[src/hdl/afc_pkg.sv]
package afc_pkg;

  localparam int unsigned COORD_BITS_DEF = 24;
  localparam int unsigned COEF_BITS_DEF  = 16;
  localparam int unsigned FRAC_BITS      = 12;

  localparam int unsigned NUM_ROWS    = 4;
  localparam int unsigned NUM_AXES    = 3;
  localparam int unsigned NUM_CORNERS = 8;
  localparam int unsigned CODE_W      = 6;

  localparam int unsigned COEF_LANE_W = 16;
  localparam int unsigned CFG_DATA_W  = 64;
  localparam int unsigned CFG_IDX_W   = 3;

  // 1.0 in Q4.12, the diagonal of the reset matrix
  localparam logic [COEF_LANE_W-1:0] ONE_LANE = 16'h1000;

  typedef enum logic [CFG_IDX_W-1:0] {
    CFG_ROW0 = 3'd0,
    CFG_ROW1 = 3'd1,
    CFG_ROW2 = 3'd2,
    CFG_ROW3 = 3'd3
  } cfg_reg_e;

  typedef enum logic [1:0] {
    VIS_OUTSIDE = 2'd0,
    VIS_PARTIAL = 2'd1,
    VIS_INSIDE  = 2'd2
  } vis_e;

  typedef logic [CODE_W-1:0] outcode_t;

  typedef struct packed {
    logic en_sum;
    logic en_code;
  } lane_ctrl_t;

endpackage

[src/hdl/afc_merge.sv]
module afc_merge (
  input  logic              clk_i,
  input  logic              en_i,
  input  afc_pkg::outcode_t code_i [afc_pkg::NUM_CORNERS],
  output afc_pkg::vis_e     visibility_o,
  output afc_pkg::outcode_t union_o,
  output afc_pkg::outcode_t common_o
);
  import afc_pkg::*;

  outcode_t uni_d, com_d;
  vis_e     vis_d;
  outcode_t uni_q, com_q;
  vis_e     vis_q;

  always_comb begin
    uni_d = '0;
    com_d = '1;
    for (int k = 0; k < NUM_CORNERS; k++) begin
      uni_d = uni_d | code_i[k];
      com_d = com_d & code_i[k];
    end
    if (com_d != '0) begin
      vis_d = VIS_OUTSIDE;
    end else if (uni_d == '0) begin
      vis_d = VIS_INSIDE;
    end else begin
      vis_d = VIS_PARTIAL;
    end
  end

  always_ff @(posedge clk_i) begin
    if (en_i) begin
      uni_q <= uni_d;
      com_q <= com_d;
      vis_q <= vis_d;
    end
  end

  assign visibility_o = vis_q;
  assign union_o      = uni_q;
  assign common_o     = com_q;

endmodule
[config.mk]
export PLATFORM = sky130hd
export DESIGN_NAME = afc_merge
export DESIGN_NICKNAME = d
export VERILOG_FILES = /design/src/hdl/afc_pkg.sv /design/src/hdl/afc_merge.sv
export SDC_FILE = /design/constraint.sdc
export NUM_CORES = 1
export LEC_CHECK = 0
export ABC_CLOCK_PERIOD_IN_PS = 1900
export BUFFER_PORTS_ARGS = -buffer_cell sky130_fd_sc_hd__buf_2
export CORE_MARGIN = 2
export CORE_UTILIZATION = 38
export DETAILED_ROUTE_END_ITERATION = 8
export HOLD_SLACK_MARGIN = 0.02
export PLACE_DENSITY = 0.8
export SLEW_MARGIN = 10
export SYNTH_ARGS = -nofsm -noshare
export SYNTH_HDL_FRONTEND = slang
export SYNTH_SLANG_ARGS = --single-unit
[constraint.sdc]
create_clock -name clk_i -period 1.9 [get_ports clk_i]
set_input_delay 0.19 -clock clk_i [delete_from_list [all_inputs] [get_ports clk_i]]
set_output_delay 0.19 -clock clk_i [all_outputs]
set_load 0.05 [all_outputs]
Word-level counts from Yosys, hierarchy flattened
Cells that the tools add are included.
{ "op_classes": {"addsub": 0, "mul": 0, "div": 0, "n_lt_le_gt_ge": 0, "n_eq_ne": 0, "shift": 0, "mux": 1, "bitwise_logic": 14, "reduce_logical": 2} }
{ "ops": {"columns": ["cell", "count"], "rows": [
  ["$and A6 B6 Y6", 7],
  ["$or A6 B6 Y6", 7],
  ["$logic_not A6 Y1", 1],
  ["$reduce_bool A6 Y1", 1],
  ["$mux W2", 1]
]} }
{ "totals": {"regBits": 14, "latchBits": 0, "mem_bits_rw": 0, "romBits": 0, "input_bits": 50, "out_inout_bits": 14, "wordCells": 20, "mem_count": 0} }

Depth between registers and ports, before layout
{ "depth": {"word_depth": 9, "ltp_mapped": 4, "mapped_depth_nobuf": 4} }

Worst setup path before layout
Ideal clock, no wire load.
{ "synth_timing": {"path_type": "input -> register", "startpoint": "input code_i[23] (netlist bit)", "endpoint": "register vis_q[0], in the netlist visibility_o[0] (data pin)", "setup_ps": 261, "arrival_time_ps": 996, "required_ps": 1639, "slack_ps": 643, "path_stages": 4, "n_path_buf": 0, "cell_sequence": "nor4_1 > nand4_1 > nor4_4 > nor4_2"} }
{ "synth_via": {"elab_chain_len": 6, "elab_cells_between_ends": 11, "classes_between": "mux (1); bitwise (8); reduce/logical (2)"} }
{ "synth_rtl": {"columns": ["item", "line_no", "source"], "rows": [
  ["from (decl)", "afc_merge.sv:4", "input afc_pkg::outcode_t code_i [afc_pkg::NUM_CORNERS],"],
  ["$or A6 B6 Y6 (4 in a row)", "afc_merge.sv:20", "uni_d = uni_d | code_i[k];"],
  ["$logic_not A6 Y1", "afc_merge.sv:25", "end else if (uni_d == '0) begin"],
  ["$mux W2", "afc_merge.sv:25", null],
  ["to (signal assigned)", "afc_merge.sv:36", "vis_q <= vis_d;"],
  ["to (decl)", "afc_merge.sv:14", "vis_e vis_q;"]
]} }
Parallel ways exist; a longest one is shown, timed or not.
A chain may end at the register's enable or synchronous reset.

Final worst setup path
{ "layout_timing": {"startpoint": "input code_i[41] (netlist bit)", "endpoint": "register vis_q[0], in the netlist visibility_o[0] (data pin)"} }
{ "layout_via": {"elab_chain_len": 9, "elab_cells_between_ends": 17, "classes_between": "mux (1); bitwise (14); reduce/logical (2)"} }
{ "layout_rtl": {"columns": ["item", "line_no"], "rows": [
  ["$or A6 B6 Y6 (7 in a row)", "afc_merge.sv:20"],
  ["$logic_not A6 Y1", "afc_merge.sv:25"],
  ["$mux W2", "afc_merge.sv:25"]
]} }
Parallel ways exist; a longest one is shown, timed or not.

==> impl_metrics.yaml <==
run_status:
  outcome: "complete, no violations"
pwr:
  fin_total_pwr_w: 0.000670
  peakVddDrop_v: 0.000338
  leakagePower_nw: 0.444
  p_per_area_nw_per_um2: 637
clock_network:
  cts_tree: "built"
  post_cts_buffers: 0
  cts_buffers: 3
  cts-hold-fix-buffers: 0
  clock-sinks: 14
  cts.reportedPaths.clkPinSlew_ns: 0.08
  cts_max_level: 1
  cts_resized: 0
  clock_path_buffers: 2
  root_buffer: "clkbuf_4"
route:
  vias: 772
  drc_errors: 0
  routed_wl_um: 1960
  drt-initial-drc-count: 6
  ant_nets: 0
  drtPass1Iterations: 4
  wire_per_inst_um: 13.5
  via_per_inst: 5.29
synthesis:
  ys_types: 8
  synthTopCellsByArea: "edfxtp_1 62%, nand4_1 13%, nor4_1 9.2%"
  synth_nets: 105
  syn-instance-count: 55
  yosys_warnings: 0
  yosysTopAreaCellShare_pct: 61.7
  syn_area_um2: 682
  syn-mean-instance-area_um2: 12.4
  ys_seq_elements: 14
  yosysTopAreaCell: "edfxtp_1"
  seq_area_frac_synth_pct: 61.7
sta:
  hold_violations: 0
  clock.fmax_mhz: 790
  rsz0062_at_grt: "false"
  worst_slew_pin_slew_ns: 0.385
  fin_crit_ns: 1.27
  slew_viol_final: 0
  finalSetupTns_ns: 0
  finalCritPeriodShare_pct: 66.6
  max_slew_margin_pct: 74.1
  final-setup-viol-count: 0
final_layout:
  syn_to_final_growth_pct: 54.1
  drive_above_1_share_pct: 57.9
  final_nets: 173
  layout_commonest_cell: "buf_2"
  final_cell_mix: "63 x buf_2, 14 x nand4_1, 14 x edfxtp_1, 10 x nor4_1"
  num_antenna_cells: 0
grt:
  grt_usage_pct: 18.8
  grt_overflow: 0
  grt_max_degree: 15
  grt_first_pass_wirelength_um: 2780
  grt_pass1_vias: 683
  antenna_found_initial: 0
worst_setup_path:
  crit_family: "simple AND/OR/NAND/NOR gates"
  worst-setup-path-type: "primary input to flop"
  crit_fanout: 2
  crit_buf_inv: 1
  critPathSlowestCell: "nor4_1"
  worstPathArrival_ns: 1.28
  worstSetupEndpointType: "flop"
  critPathMaxStageDelay_ns: 0.38
  crit_required_ns: 1.92
  start_kind: "primary input"
  worstPathCellList: "buf_2 -> nor4_1 -> nand4_1 -> nor4_4 -> nor4_2"
min_path:
  hold_path_class: "primary input to flop"
placement:
  dpl.hpwl_um: 1660
  portBuffers: 63
  place.gp.congestion: 0.672
flow_run:
  maxCapViolations: 0
die:
  die_y_um: 46.4
  die_area_um2: 2150
  row_count: 15
  dieWidth_um: 46.4
  start_util_pct: 39.9
  io_pins: 64
  core-area_um2: 1710
## cell families after synthesis
family | Yosys count | synth area share, %
simple gates | 41 | 38.3
flops | 14 | 61.7
## through the flow
| step | hold slack (ns) | std cells | worst slack (ns) | util (%) | instance area (um^2) |
|---|---|---|---|---|---|
| 2_1_floorplan | 0.302 | 55 | 0.643 | - | 682 |
| 5_1_grt | 0.218 | 146 | 0.458 | 61.5 | 1050 |
| 6_report | 0.220 | 146 | 0.634 | 61.5 | 1050 |
| 3_3_place_gp | 0.482 | 143 | 0.423 | 60.2 | 1030 |
| 4_1_cts | 0.210 | 146 | 0.633 | 61.5 | 1050 |
| 3_5_place_dp | 0.484 | 143 | 0.344 | 60.2 | 1030 |
## cell type report
cell class                      count  area [um^2]
Fill cell                         139          657
Tap cell                           25         31.3
Sequential cell                    14          420
Clock buffer                        3         22.5
Timing Repair Buffer               63          315
Multi-Input combinational cell     41          262
## state kept, by name (all words and copies together) (netlist names)
name,cells
union_o,6
visibility_o,2
common_o,6
## worst paths after layout
path,start,to,cells after the start
worst max-delay path,code_i[41],visibility_o[0]$_SDFFCE_PP0P_,5
worst min-delay path,code_i[5],union_o[5]$_DFFE_PP_,3
## per-layer routing
metal	vias up	routed length, um	share of wire, %	GRT usage, %
li1	374	-	-	-
met4	0	36	1.8	9.14
met2	39	1090	56	38.9
met3	4	140	7.1	3.14
met1	355	695	35	16.6
met5	-	0	0	0
## power by group
part	internal, W	switching (W)	leakage, nW
Combinational	0.0000533	0.000105	0.293
Clock	0.0000731	0.0000803	0.0138
Sequential	0.000355	0.00000380	0.137
Total	0.000481	0.000189	0.444
## cells in the mapped netlist
cell	instances
nor4_2	3
nor2_1	6
nor4_4	1
nand4_1	14
edfxtp_1	14
nand2_1	6
or4_1	1
nor4_1	10
Power figures use the tool's default switching activity.
