`config.mk`:
```
export PLATFORM = sky130hd
export DESIGN_NAME = afc_lane
export DESIGN_NICKNAME = d
export VERILOG_FILES = /design/src/hdl/afc_pkg.sv /design/src/hdl/afc_lane.sv
export SDC_FILE = /design/constraint.sdc
export NUM_CORES = 1
export LEC_CHECK = 0
export ABC_AREA = 0
export BUFFER_PORTS_ARGS = -buffer_cell sky130_fd_sc_hd__buf_2
export CAP_MARGIN = 20
export CORE_AREA = 2 2 442 444
export CTS_CLUSTER_DIAMETER = 40
export CTS_CLUSTER_SIZE = 16
export DETAILED_ROUTE_END_ITERATION = 8
export DIE_AREA = 0 0 444 446
export GPL_ROUTABILITY_DRIVEN = 0
export PLACE_DENSITY_LB_ADDON = 0.12
export SYNTH_ARGS = -nofsm -noshare
export SYNTH_HDL_FRONTEND = slang
export SYNTH_SLANG_ARGS = --single-unit
```
`constraint.sdc`:
```
create_clock -name clk_i -period 4.03 [get_ports clk_i]
set_clock_uncertainty 0.1 [all_clocks]
set_input_delay 0.403 -clock clk_i [delete_from_list [all_inputs] [get_ports clk_i]]
set_output_delay 0.403 -clock clk_i [all_outputs]
set_load 0.005 [all_outputs]
```
`src/hdl/afc_pkg.sv`:
```
package afc_pkg;

  localparam int unsigned COORD_BITS_DEF = 24;
  localparam int unsigned COEF_BITS_DEF  = 16;
  localparam int unsigned FRAC_BITS      = 12;

  localparam int unsigned NUM_ROWS    = 4;
  localparam int unsigned NUM_AXES    = 3;
  localparam int unsigned NUM_CORNERS = 8;
  localparam int unsigned CODE_W      = 6;

  localparam int unsigned COEF_LANE_W = 16;
  localparam int unsigned CFG_DATA_W  = 64;
  localparam int unsigned CFG_IDX_W   = 3;

  // 1.0 in Q4.12, the diagonal of the reset matrix
  localparam logic [COEF_LANE_W-1:0] ONE_LANE = 16'h1000;

  typedef enum logic [CFG_IDX_W-1:0] {
    CFG_ROW0 = 3'd0,
    CFG_ROW1 = 3'd1,
    CFG_ROW2 = 3'd2,
    CFG_ROW3 = 3'd3
  } cfg_reg_e;

  typedef enum logic [1:0] {
    VIS_OUTSIDE = 2'd0,
    VIS_PARTIAL = 2'd1,
    VIS_INSIDE  = 2'd2
  } vis_e;

  typedef logic [CODE_W-1:0] outcode_t;

  typedef struct packed {
    logic en_sum;
    logic en_code;
  } lane_ctrl_t;

endpackage

```
`src/hdl/afc_lane.sv`:
```
module afc_lane #(
  parameter int unsigned COORD_BITS = afc_pkg::COORD_BITS_DEF,
  parameter int unsigned COEF_BITS  = afc_pkg::COEF_BITS_DEF,
  parameter int unsigned CORNER     = 0,
  localparam int unsigned PROD_W    = COORD_BITS + COEF_BITS
) (
  input  logic                     clk_i,
  input  afc_pkg::lane_ctrl_t      ctrl_i,
  input  logic signed [PROD_W-1:0] p_lo_i   [afc_pkg::NUM_ROWS][afc_pkg::NUM_AXES],
  input  logic signed [PROD_W-1:0] p_hi_i   [afc_pkg::NUM_ROWS][afc_pkg::NUM_AXES],
  input  logic signed [PROD_W-1:0] w_term_i [afc_pkg::NUM_ROWS],
  output afc_pkg::outcode_t        outcode_o
);
  import afc_pkg::*;

  localparam int unsigned SUM_W = PROD_W + 2;
  // bit j picks the max corner on axis j
  localparam logic [NUM_AXES-1:0] SEL = NUM_AXES'(CORNER);

  logic signed [SUM_W-1:0] clip_d [NUM_ROWS];
  logic signed [SUM_W-1:0] clip_q [NUM_ROWS];
  logic [SUM_W:0]          neg_chk [NUM_AXES];
  outcode_t                code_d, code_q;

  always_comb begin
    for (int i = 0; i < NUM_ROWS; i++) begin
      clip_d[i] = SUM_W'(w_term_i[i]);
      for (int j = 0; j < NUM_AXES; j++) begin
        clip_d[i] = clip_d[i] + SUM_W'(SEL[j] ? p_hi_i[i][j] : p_lo_i[i][j]);
      end
    end
  end

  always_ff @(posedge clk_i) begin
    if (ctrl_i.en_sum) begin
      clip_q <= clip_d;
    end
  end

  // c < -w tested as c + w < 0, one bit wider so it cannot wrap
  always_comb begin
    for (int a = 0; a < NUM_AXES; a++) begin
      neg_chk[a] = {clip_q[a][SUM_W-1], clip_q[a]}
                 + {clip_q[NUM_ROWS-1][SUM_W-1], clip_q[NUM_ROWS-1]};
      code_d[2*a]   = clip_q[a] > clip_q[NUM_ROWS-1];
      code_d[2*a+1] = neg_chk[a][SUM_W];
    end
  end

  always_ff @(posedge clk_i) begin
    if (ctrl_i.en_code) begin
      code_q <= code_d;
    end
  end

  assign outcode_o = code_q;

endmodule

```
* After elaboration in Yosys (flattened, before gate mapping)
Index checks and enable logic that the tools add are counted.
** Operators by class
- Add/subtract/negate cells :: 15
- Order comparisons :: 3
** Operator list (count)
- $add 41x40->42 :: 4
- $add 42x40->42 :: 4
- $add 40x40->41 :: 4
- $add 42x42->43 :: 3
- $gt 42x42->1 :: 3
** Storage, ports and cells
- Register bits after elaboration :: 174
- Logic and storage cells :: 23
- Output and inout port bits :: 6
- Bits of input ports :: 1123

* Depth between registers and ports, before layout
Gate-level depths: netlist of the first run.
- Depth after elaboration :: 3
- Gate-level depth with buffers :: 15
- Mapped depth without buffers :: 15

* Worst setup path before layout of the first run
OpenSTA, ideal clock, no wires.
- Kind :: input -> register
- Start :: in p_lo_i[121] in the netlist's numbering
- End :: reg clip_q[71] in the netlist's numbering, data pin
- Setup slack :: -0.102 ns
- Cell stages on the path :: 13
- Path buffers :: 0
- Arrival :: 3.768 ns
- Data required time :: 3.666 ns
- Setup time :: 0.264 ns
- Cell sequence :: fa_1 > fa_1 > ha_1 > fa_1 > a211o_1 > a2111oi_2 > and4bb_4 > o2111ai_2 > nand2_1 > a31oi_2 > o21bai_1 > a21oi_1 > xnor2_1
** RTL lines
- start: declaration :: RTL line afc_lane.sv:9 : input logic signed [PROD_W-1:0] p_lo_i [afc_pkg::NUM_ROWS][afc_pkg::NUM_AXES],
- end signal: assignment :: RTL line afc_lane.sv:36 : clip_q <= clip_d;
- end: declaration :: RTL line afc_lane.sv:21 : logic signed [SUM_W-1:0] clip_q [NUM_ROWS];

==> results.sh, run 1 <==
export IMPL_violations="setup timing"
export IMPL_synthAdderAreaFrac_pct=39.7
export IMPL_synth_mux_area_share_pct=0.140
export IMPL_antenna_found_initial=54
export IMPL_cts_buffer_depth=2
export IMPL_crit_type="primary input to flop"
export IMPL_tightestPinTransition_ns=0.951
export IMPL_drt_iter0_markers=1189
export IMPL_synth_top_family_by_area="adder cells"
export IMPL_drc=0
export IMPL_syn2layout_area_growth_pct=38.0
export IMPL_synthDistinctLibCells=88
export IMPL_tns_ns=-0.292
export IMPL_core_sq_mm=0.194
export IMPL_grt_overflow=0
export IMPL_drt_wl_total_um=133000
export IMPL_crit_chain="buf_6 -> fa_1 -> fa_1 -> ha_2 -> fa_2 -> a211o_1 -> a2111oi_4 -> buf_4 -> and4bb_4 -> o211ai_1 -> buf_4 -> o211ai_1 -> a21oi_2 -> o21bai_1 -> a21oi_2 -> xnor2_1"
export IMPL_whs_path_depth=2
export IMPL_path_clk_slew_ns=0.08
export IMPL_ant_nets=0
export IMPL_stdcell_count=7017
export IMPL_track_usage_pct=13.4
export IMPL_synth_xor_area_share_pct=4.44
export IMPL_slew_headroom_pct=35.0
export IMPL_peakVddDrop_v=0.000282
export IMPL_htree_levels=4
export IMPL_rsz0062_at_grt="yes"
export IMPL_cts_root_buf="clkbuf_16"
export IMPL_ff2ff_path_depth=13
export IMPL_layout_setup_ws_ns=-0.0871
export IMPL_die_x_um=444
export IMPL_hold_violations=0
export IMPL_cp_num_cells=16
export IMPL_fin_nets=6312
export IMPL_period_share_pct=102
export IMPL_clk_latency_ns=0.52
export IMPL_critical_path_buf_inv_count=3
export IMPL_cap_violations=0
export IMPL_worst_path_max_fanout=3
export IMPL_final_area_sq_mm=0.0406
export IMPL_dp_cells=6961
export IMPL_synth_edff_count=174
export IMPL_wl_per_cell_um=19.0
export IMPL_die_h_um=446
export IMPL_grt_max_degree=68
export IMPL_status="finished, violations left"
export IMPL_seq_area_frac_synth_pct=17.8
export IMPL_dieArea_sq_mm=0.198
export IMPL_grt_pass1_vias=27500
export IMPL_power_leakage_nw=21.2
export IMPL_endpoint_kind="flop"
export IMPL_max_clock_freq_ghz=0.243
export IMPL_p_per_area_mw_per_mm2=594
export IMPL_final_cell_mix="999 x inv_1, 646 x buf_2, 459 x buf_4, 408 x ha_1, 311 x fa_1"
export IMPL_ys_warn_count=0
export IMPL_required_ns=4.20
export IMPL_cts_tree="built"
export IMPL_pin_count=1129
export IMPL_rows=162
export IMPL_critPathSlowestCell="fa_1"
export IMPL_ctsHoldBuffers=0
export IMPL_hold_path_class="primary input to flop"
export IMPL_period_minus_slack_ns=4.12
export IMPL_layout_commonest_cell="inv_1"
export IMPL_synth_area_leaders="fa_1 22%, edfxtp_1 18%, ha_1 18%"
export IMPL_vias=26000
export IMPL_crit_family="adder cells"
export IMPL_clock_sinks=174
export IMPL_setup_viol=7
export IMPL_synth_flop_cell="edfxtp_1"
export IMPL_synth_seq_cells=174
export IMPL_yosys_area_share_simple_pct=8.95
export IMPL_synth_top_cell_area_share_pct=22.1
export IMPL_dp_hpwl_um=123000
export IMPL_synthesis_area_sq_mm=0.0294
export IMPL_syn_instance_count=3348
export IMPL_maxSlewViolCount=0
export IMPL_start_kind="primary input"
export IMPL_arrival_ns=4.29
export IMPL_yosysTopAreaCell="fa_1"
export IMPL_initial_utilization_pct=15.2
export IMPL_avgSynthCellArea_sq_um=8.79
export IMPL_async_reset_ff_share_pct=0
export IMPL_synth_compound_area_share_pct=15.6
export IMPL_pre_cts_ws_ns=-0.802
export IMPL_viasPerCell=3.71
export IMPL_drive_gt1_share_pct=28.8
export IMPL_cts_made_buffers=17
export IMPL_grt_pass1_wl_um=190000
export IMPL_port_buffers=648
export IMPL_first_pass_iters=5
export IMPL_syn_nets=5211
export IMPL_dpl_cell_area_sq_mm=0.0392
export IMPL_slowest_delay_ns=0.56
[layer usage]
| layer | global-route usage, % | share of wire [%] | routed length [um] |
|---|---|---|---|
| met2 | 21.2 | 44 | 58400 |
| met4 | 1.51 | 0.82 | 1090 |
| met3 | 2.92 | 5.3 | 7120 |
| met1 | 19.0 | 50 | 66600 |
| met5 | 0 | 0.12 | 158 |
[final timing paths]
| kind | startpoint | to | slack (ns) |
|---|---|---|---|
| worst min register to register | clip_q[67] | outcode_o[5] | 0.79 |
| worst min-delay path | w_term_i[40] | clip_q[42] | 0.11 |
| worst max-delay path | p_lo_i[121] | clip_q[83] | -0.09 |
| worst max register to register | clip_q[15] | outcode_o[3] | 0.44 |
[Yosys cell counts (all sizes together), types with 4 or more instances]
library cell,count
a2111oi,11
a211o,7
a211oi,21
a21boi,7
a21o,120
a21oi,251
a221o,4
a221oi,6
a31oi,20
a41oi,5
and2,9
and3,18
buf,5
clkbuf,34
edfxtp,174
fa,324
ha,416
inv,1001
nand2,124
nand2b,20
nand3,38
nand3b,4
nand4,49
nor2,150
nor2b,25
nor3,34
nor4,32
o2111ai,8
o211ai,14
o21a,26
o21ai,115
o21bai,45
o22ai,6
o31a,4
o31ai,9
o41ai,10
or2,5
or3,7
or4,5
xnor2,97
xor2,52
[flip-flops by register name, indices dropped and copies added (netlist names)]
signal     count
clip_q       168
outcode_o      6
[metrics by stage]
step / hold slack (ns) / util (%) / total power [W]
after floorplan: 0.415 / - / 0.0138
after global placement: 0.622 / 20.3 / 0.0221
after detailed placement: 0.627 / 20.3 / 0.0220
after CTS: 0.0582 / 20.7 / 0.0242
after global routing: 0.0916 / 21.0 / 0.0267
final: 0.114 / 21.0 / 0.0241
[repair_timing]
item                       CTS  global route
pin swaps                   13            55
buffers inserted             2            13
setup endpoints to repair   32            47
gates cloned                 0             0
gates resized for setup     31            98
[where the power goes]
part / switching, W / internal, W
sequential: 0.000971 / 0.00343
combinational: 0.00979 / 0.00804
clock: 0.000891 / 0.000983
[logic make-up (layout without fill, tap and decap cells)]
kind of cell    after synthesis  in the layout
buf+inv                    1040           2154
fa+ha+maj                   740            740
compound gates              707            707
simple gates                534            534
flops                       174            174
xor+xnor                    149            149
mux                           4              4
other cells                   0             13
[final cells by class]
| class | count | area, sq um |
|---|---|---|
| antenna | 13 | 32.5 |
| clock buffer | 17 | 425 |
| clock inverter | 15 | 184 |
| fill | 21900 | 153000 |
| inverter | 1001 | 3760 |
| multi-input combinational | 2134 | 20900 |
| sequential | 174 | 5230 |
| tap | 2542 | 3180 |
| timing repair buffer | 1121 | 6920 |
Power figures use the tool's default switching activity.
==> inputs of run 2 (changes only) <==
--- a/config.mk
+++ b/config.mk
@@ -15,6 +15,8 @@
 export DIE_AREA = 0 0 444 446
 export GPL_ROUTABILITY_DRIVEN = 0
 export PLACE_DENSITY_LB_ADDON = 0.12
+export SKIP_LAST_GASP = 1
 export SYNTH_ARGS = -nofsm -noshare
 export SYNTH_HDL_FRONTEND = slang
 export SYNTH_SLANG_ARGS = --single-unit
+export TNS_END_PERCENT = 20
==> run 2 against run 1 <==
Largest cell class unchanged. Global-route usage about the same. Sequential power about the same. Clock power about the same. Routed wire length down 0.22%. Design area down 1.1%. The flow still finishes with violations (setup timing). First-iteration DRC count up 6.4%. Die area unchanged. Via count down 0.33%. Flip-flop and latch count unchanged. Register-to-register slack worse by 0.39 ns. Non-clock buffer count down 8. Combinational power down 2%.
==> results.sh, run 2 (same netlist as run 1, synthesis figures left out) <==
export IMPL_status="finished, violations left"
export IMPL_violations="setup timing"
export IMPL_dp_hpwl_um=123000
export IMPL_syn2layout_area_growth_pct=36.4
export IMPL_drive_gt1_share_pct=27.5
export IMPL_crit_chain="buf_2 -> inv_1 -> fa_1 -> fa_1 -> inv_1 -> ha_1 -> and4_1 -> a41o_1 -> a21oi_2 -> a41oi_1 -> buf_4 -> a211oi_1 -> buf_4 -> o41ai_2 -> buf_4 -> a21o_1 -> a21oi_1 -> xnor2_1"
export IMPL_clock_sinks=174
export IMPL_arrival_ns=4.30
export IMPL_peakVddDrop_v=0.000279
export IMPL_rsz0062_at_grt="yes"
export IMPL_hold_path_class="primary input to flop"
export IMPL_critical_path_buf_inv_count=6
export IMPL_die_x_um=444
export IMPL_layout_commonest_cell="inv_1"
export IMPL_maxSlewViolCount=0
export IMPL_grt_max_degree=68
export IMPL_max_clock_freq_ghz=0.242
export IMPL_slowest_delay_ns=0.57
export IMPL_antenna_found_initial=54
export IMPL_pin_count=1129
export IMPL_worst_path_max_fanout=3
export IMPL_ctsHoldBuffers=0
export IMPL_layout_setup_ws_ns=-0.0974
export IMPL_first_pass_iters=5
export IMPL_cts_made_buffers=17
export IMPL_cap_violations=0
export IMPL_clk_latency_ns=0.51
export IMPL_ant_nets=0
export IMPL_endpoint_kind="flop"
export IMPL_stdcell_count=7012
export IMPL_cts_root_buf="clkbuf_16"
export IMPL_grt_pass1_wl_um=190000
export IMPL_slew_headroom_pct=34.3
export IMPL_r2r_setup_slack_ns=0.05
export IMPL_track_usage_pct=13.4
export IMPL_dieArea_sq_mm=0.198
export IMPL_grt_overflow=0
export IMPL_power_leakage_nw=21.1
export IMPL_viasPerCell=3.70
export IMPL_period_minus_slack_ns=4.13
export IMPL_finish_utilization_pct=20.7
export IMPL_vias=25900
export IMPL_required_ns=4.20
export IMPL_dp_cells=6961
export IMPL_drt_iter0_markers=1265
export IMPL_crit_type="primary input to flop"
export IMPL_p_per_area_mw_per_mm2=591
export IMPL_cts_tree="built"
export IMPL_port_buffers=648
export IMPL_path_clk_slew_ns=0.08
export IMPL_critPathSlowestCell="fa_1"
export IMPL_final_area_sq_mm=0.0401
export IMPL_final_cell_mix="1001 x inv_1, 646 x buf_2, 458 x buf_4, 414 x ha_1, 319 x fa_1"
export IMPL_rows=162
export IMPL_start_kind="primary input"
export IMPL_cts_buffer_depth=2
export IMPL_tightestPinTransition_ns=0.961
export IMPL_setup_viol=16
export IMPL_core_sq_mm=0.194
export IMPL_grt_pass1_vias=27400
export IMPL_largest_register_ffs=168
export IMPL_drc=0
export IMPL_crit_top_cell="buf_4"
export IMPL_crit_family="adder cells"
export IMPL_fin_nets=6304
export IMPL_initial_utilization_pct=15.2
export IMPL_wl_per_cell_um=19.0
export IMPL_drt_wl_total_um=133000
export IMPL_htree_levels=4
export IMPL_period_share_pct=102
export IMPL_hold_violations=0
export IMPL_largest_register="clip_q"
export IMPL_die_h_um=446
export IMPL_dpl_cell_area_sq_mm=0.0392
## run 2: cell count changes in the layout (fill, tap and decap cells not counted), moves of 3 or more
cell | previous run | this run
nand2_2 | 5 | 1
nor4_1 | 28 | 32
nor4_2 | 4 | 0
fa_1 | 311 | 319
diode_2 | 13 | 16
ha_1 | 408 | 414
ha_4 | 4 | 0
nand2_1 | 119 | 123
o21ai_0 | 96 | 101
buf_6 | 9 | 3
fa_2 | 13 | 5
o21ai_1 | 13 | 10
## run 2: path summary, 6_finish.rpt
| kind | endpoint | cells after the start | from |
|---|---|---|---|
| max | clip_q[32] | 18 | p_lo_i[10] |
| min | clip_q[42] | 2 | w_term_i[40] |
| max reg2reg | outcode_o[3] | 13 | clip_q[15] |
| min reg2reg | outcode_o[5] | 4 | clip_q[67] |
## run 2: layer usage
layer  GRT usage, %  vias to the layer above  wire [um]
li1               -                    13000          -
met4           1.51                       26       1090
met1           19.0                    12100      66000
met2           21.1                      702      58200
met5              0                        -        158
met3           2.94                      105       7650
## run 2: final cells by class
| type | instances | area, sq um |
|---|---|---|
| timing repair buffer | 1113 | 6830 |
| clock inverter | 15 | 184 |
| tap | 2542 | 3180 |
| multi-input combinational | 2134 | 20500 |
| inverter | 1001 | 3760 |
| antenna | 16 | 40.0 |
| fill | 21900 | 153000 |
| sequential | 174 | 5230 |
| clock buffer | 17 | 425 |
## run 2: what timing repair did
| item | 4_1_cts | 5_1_grt |
|---|---|---|
| setup endpoints to repair | 32 | 53 |
| buffers inserted | 1 | 3 |
| gates resized for setup | 8 | 43 |
| pin swaps | 8 | 13 |
| gates cloned | 0 | 0 |
## run 2: worst register-to-register path, cell delays in order, from the launching register on
cell and delay [ns]:
edfxtp_1 0.45, inv_1 0.13, ha_1 0.37, nor4_1 0.30, buf_4 0.18, o211ai_1 0.12, a2111oi_0 0.77, buf_4 0.23
a2111oi_0 0.07, buf_4 0.16, o21ai_0 0.30, buf_4 0.18, a21oi_1 0.06, mux2_2 0.32
## run 2: metrics by stage
step           total power, W  TNS (ns)  worst slack, ns  hold slack, ns
6_report               0.0237    -0.652          -0.0974           0.118
5_1_grt                0.0263     -4.93           -0.265          0.0916
4_1_cts                0.0242     -1.72           -0.162          0.0582
3_5_place_dp           0.0220    -42.15           -0.802           0.627
3_3_place_gp           0.0221    -43.82           -0.834           0.622
2_1_floorplan          0.0138         0          0.00898           0.415
## run 2: power breakdown
part	total [W]	switching, W	internal [W]	leakage, nW
Sequential	0.00440	0.000966	0.00343	1.70
Combinational	0.0174	0.00961	0.00784	19.1
Clock	0.00187	0.000888	0.000983	0.291
==> inputs of run 3 (changes only) <==
--- a/config.mk
+++ b/config.mk
@@ -14,6 +14,7 @@
 export DETAILED_ROUTE_END_ITERATION = 8
 export DIE_AREA = 0 0 444 446
 export GPL_ROUTABILITY_DRIVEN = 0
+export MAX_ROUTING_LAYER = met4
 export PLACE_DENSITY_LB_ADDON = 0.12
 export SKIP_LAST_GASP = 1
 export SYNTH_ARGS = -nofsm -noshare
==> run 3 against run 2 <==
The run still ends with setup timing left. Via count about the same. Flip-flop and latch count unchanged. Hold slack worse by 0.0024 ns. Cell count up 0.23%. Maximum frequency down 0.40%. Die area unchanged. Core utilization about the same. Clock power about the same. Non-clock buffer count unchanged. Design area up 0.13%. Total power about the same. Clock-buffer cell count unchanged. Critical endpoint unchanged. Largest cell class unchanged. Largest power group unchanged. Highest routed layer is now met4.
==> results.sh, run 3 (same netlist as run 1, synthesis figures left out) <==
export IMPL_p_int_w=0.0123
export IMPL_drt_wl_total_um=133000
export IMPL_antenna_found_initial=49
export IMPL_maxSlewViolCount=0
export IMPL_slowest_delay_ns=0.57
export IMPL_track_usage_pct=13.8
export IMPL_grt_pass1_vias=27400
export IMPL_grt_pass1_wl_um=190000
export IMPL_dp_hpwl_um=123000
export IMPL_p_per_area_mw_per_mm2=591
export IMPL_pin_count=1129
export IMPL_layout_setup_ws_ns=-0.114
export IMPL_largest_register="clip_q"
export IMPL_drc=0
export IMPL_regArea_sq_mm=0.00523
export IMPL_critPathSlowestCell="fa_1"
export IMPL_stdcell_count=7028
export IMPL_r2r_setup_slack_ns=0.27
export IMPL_crit_type="primary input to flop"
export IMPL_min_from="w_term_i[40]"
export IMPL_power_leakage_nw=21.1
export IMPL_path_clk_slew_ns=0.08
export IMPL_ff2ff_path_depth=13
export IMPL_crit_family="adder cells"
export IMPL_endpoint_kind="flop"
export IMPL_drt_iter0_markers=1298
export IMPL_dp_cells=6961
export IMPL_drive_gt1_share_pct=27.5
export IMPL_finish_utilization_pct=20.8
export IMPL_setup_viol=13
export IMPL_seqPwrFrac_pct=18.5
export IMPL_dieArea_sq_mm=0.198
export IMPL_switching_share_pct=48.3
export IMPL_crit_top_cell="buf_4"
export IMPL_r2r_start="clip_q[15]"
export IMPL_cts_tree="built"
export IMPL_cts_root_buf="clkbuf_16"
export IMPL_hold_path_end="clip_q[42]"
export IMPL_fillers=21900
export IMPL_whs_path_depth=2
export IMPL_die_h_um=446
export IMPL_peakVddDrop_v=0.000281
export IMPL_port_buffers=648
export IMPL_multiInputGateArea_sq_mm=0.0205
export IMPL_clkPwrFrac_pct=7.9
export IMPL_period_minus_slack_ns=4.14
export IMPL_final_cell_mix="1001 x inv_1, 646 x buf_2, 458 x buf_4, 413 x ha_1, 319 x fa_1"
export IMPL_rsz0062_at_grt="yes"
export IMPL_initial_utilization_pct=15.2
export IMPL_crit_chain="buf_2 -> inv_1 -> fa_1 -> fa_1 -> inv_1 -> ha_1 -> and4_1 -> a41o_1 -> a21oi_2 -> a41oi_1 -> buf_4 -> a211oi_1 -> buf_4 -> o41ai_2 -> buf_4 -> a21o_1 -> a21oi_1 -> xnor2_1"
export IMPL_critical_path_buf_inv_count=6
export IMPL_clock_sinks=174
export IMPL_htree_levels=4
export IMPL_core_sq_mm=0.194
export IMPL_clk_latency_ns=0.51
export IMPL_tightestPinTransition_ns=0.945
export IMPL_period_share_pct=103
export IMPL_viasPerCell=3.69
export IMPL_status="finished, violations left"
export IMPL_arrival_ns=4.31
export IMPL_required_ns=4.20
export IMPL_vias=25900
export IMPL_rows=162
export IMPL_ctsHoldBuffers=0
export IMPL_fin_nets=6304
export IMPL_cp_num_cells=18
export IMPL_wl_per_cell_um=18.9
export IMPL_first_pass_iters=5
export IMPL_p_sw_w=0.0115
export IMPL_violations="setup timing"
export IMPL_hold_path_class="primary input to flop"
export IMPL_reg2reg_to="outcode_o[3]"
export IMPL_cts_buffer_depth=2
export IMPL_cts_made_buffers=17
export IMPL_hold_violations=0
export IMPL_layout_commonest_cell="inv_1"
export IMPL_slew_headroom_pct=35.4
export IMPL_combPwrFrac_pct=73.6
export IMPL_cap_violations=0
export IMPL_max_clock_freq_ghz=0.241
export IMPL_ant_nets=0
export IMPL_hold_worst_slack_ns=0.116
export IMPL_start_kind="primary input"
export IMPL_worst_path_max_fanout=3
export IMPL_grt_max_degree=68
export IMPL_grt_overflow=0
export IMPL_syn2layout_area_growth_pct=36.6
export IMPL_die_x_um=444
export IMPL_largest_register_ffs=168
## run 3: routing by layer
layer / part of all wire (%) / track usage (%) / routed length (um) / vias to the layer above
met3: 5.1 / 2.87 / 6740 / 76
li1: - / - / - / 13000
met2: 44 / 21.1 / 58200 / 708
met4: 0.78 / 1.51 / 1040 / 0
met5: 0 / - / 0 / -
met1: 50 / 19.0 / 67100 / 12100
## run 3: final cells by class
type	instances	area share, %
diodes	32	0.199
clock buffers	17	1.06
clock inverters	15	0.458
inverters	1001	9.35
multi-input cells	2134	51.0
flip-flops and latches	174	13.0
well taps	2542	7.91
repair buffers	1113	17.0
## run 3: worst max path at each step
stage                start           to  slack, ns
2_1_floorplan  p_lo_i[121]   clip_q[79]      0.009
3_3_place_gp   p_lo_i[361]  clip_q[157]      -0.83
3_5_place_dp   p_lo_i[361]  clip_q[167]      -0.80
4_1_cts          p_lo_i[1]   clip_q[41]      -0.16
5_1_grt         p_lo_i[10]   clip_q[32]      -0.27
6_report        p_lo_i[10]   clip_q[32]      -0.11
## run 3: worst reg2reg max path: stages, from the launching register on
cell and delay (ns):
edfxtp_1 0.45, inv_1 0.13, ha_1 0.37, nor4_1 0.30, buf_4 0.18, o211ai_1 0.13, a2111oi_1 0.54, buf_4 0.21
a2111oi_0 0.06, buf_4 0.16, o21ai_0 0.32, buf_4 0.18, a21oi_1 0.06, mux2_2 0.32
## run 3: metrics by stage
stage                     power (W)  cell area [sq um]  TNS, ns  setup slack, ns
after global routing         0.0263              40200    -4.76           -0.265
after CTS                    0.0242              39900    -1.72           -0.162
after floorplan              0.0138              29400        0          0.00898
after detailed placement     0.0220              39200   -42.15           -0.802
after global placement       0.0221              39200   -43.82           -0.834
final                        0.0237              40200   -0.615           -0.114
## run 3: power by group through the flow
stage               Combinational [W]  Sequential, W  Clock, W
CTS                            0.0176        0.00454   0.00199
global route                   0.0197        0.00455   0.00204
floorplan                     0.00989        0.00390         0
finish                         0.0175        0.00440   0.00187
detailed placement             0.0174        0.00458         0
global placement               0.0175        0.00458         0
## run 3: repair_timing
action | CTS | global route
buffers inserted | 1 | 3
pin swaps | 8 | 13
gates resized for setup | 8 | 45
hold endpoints to repair | 0 | 0
endpoints found under the setup margin | 32 | 53
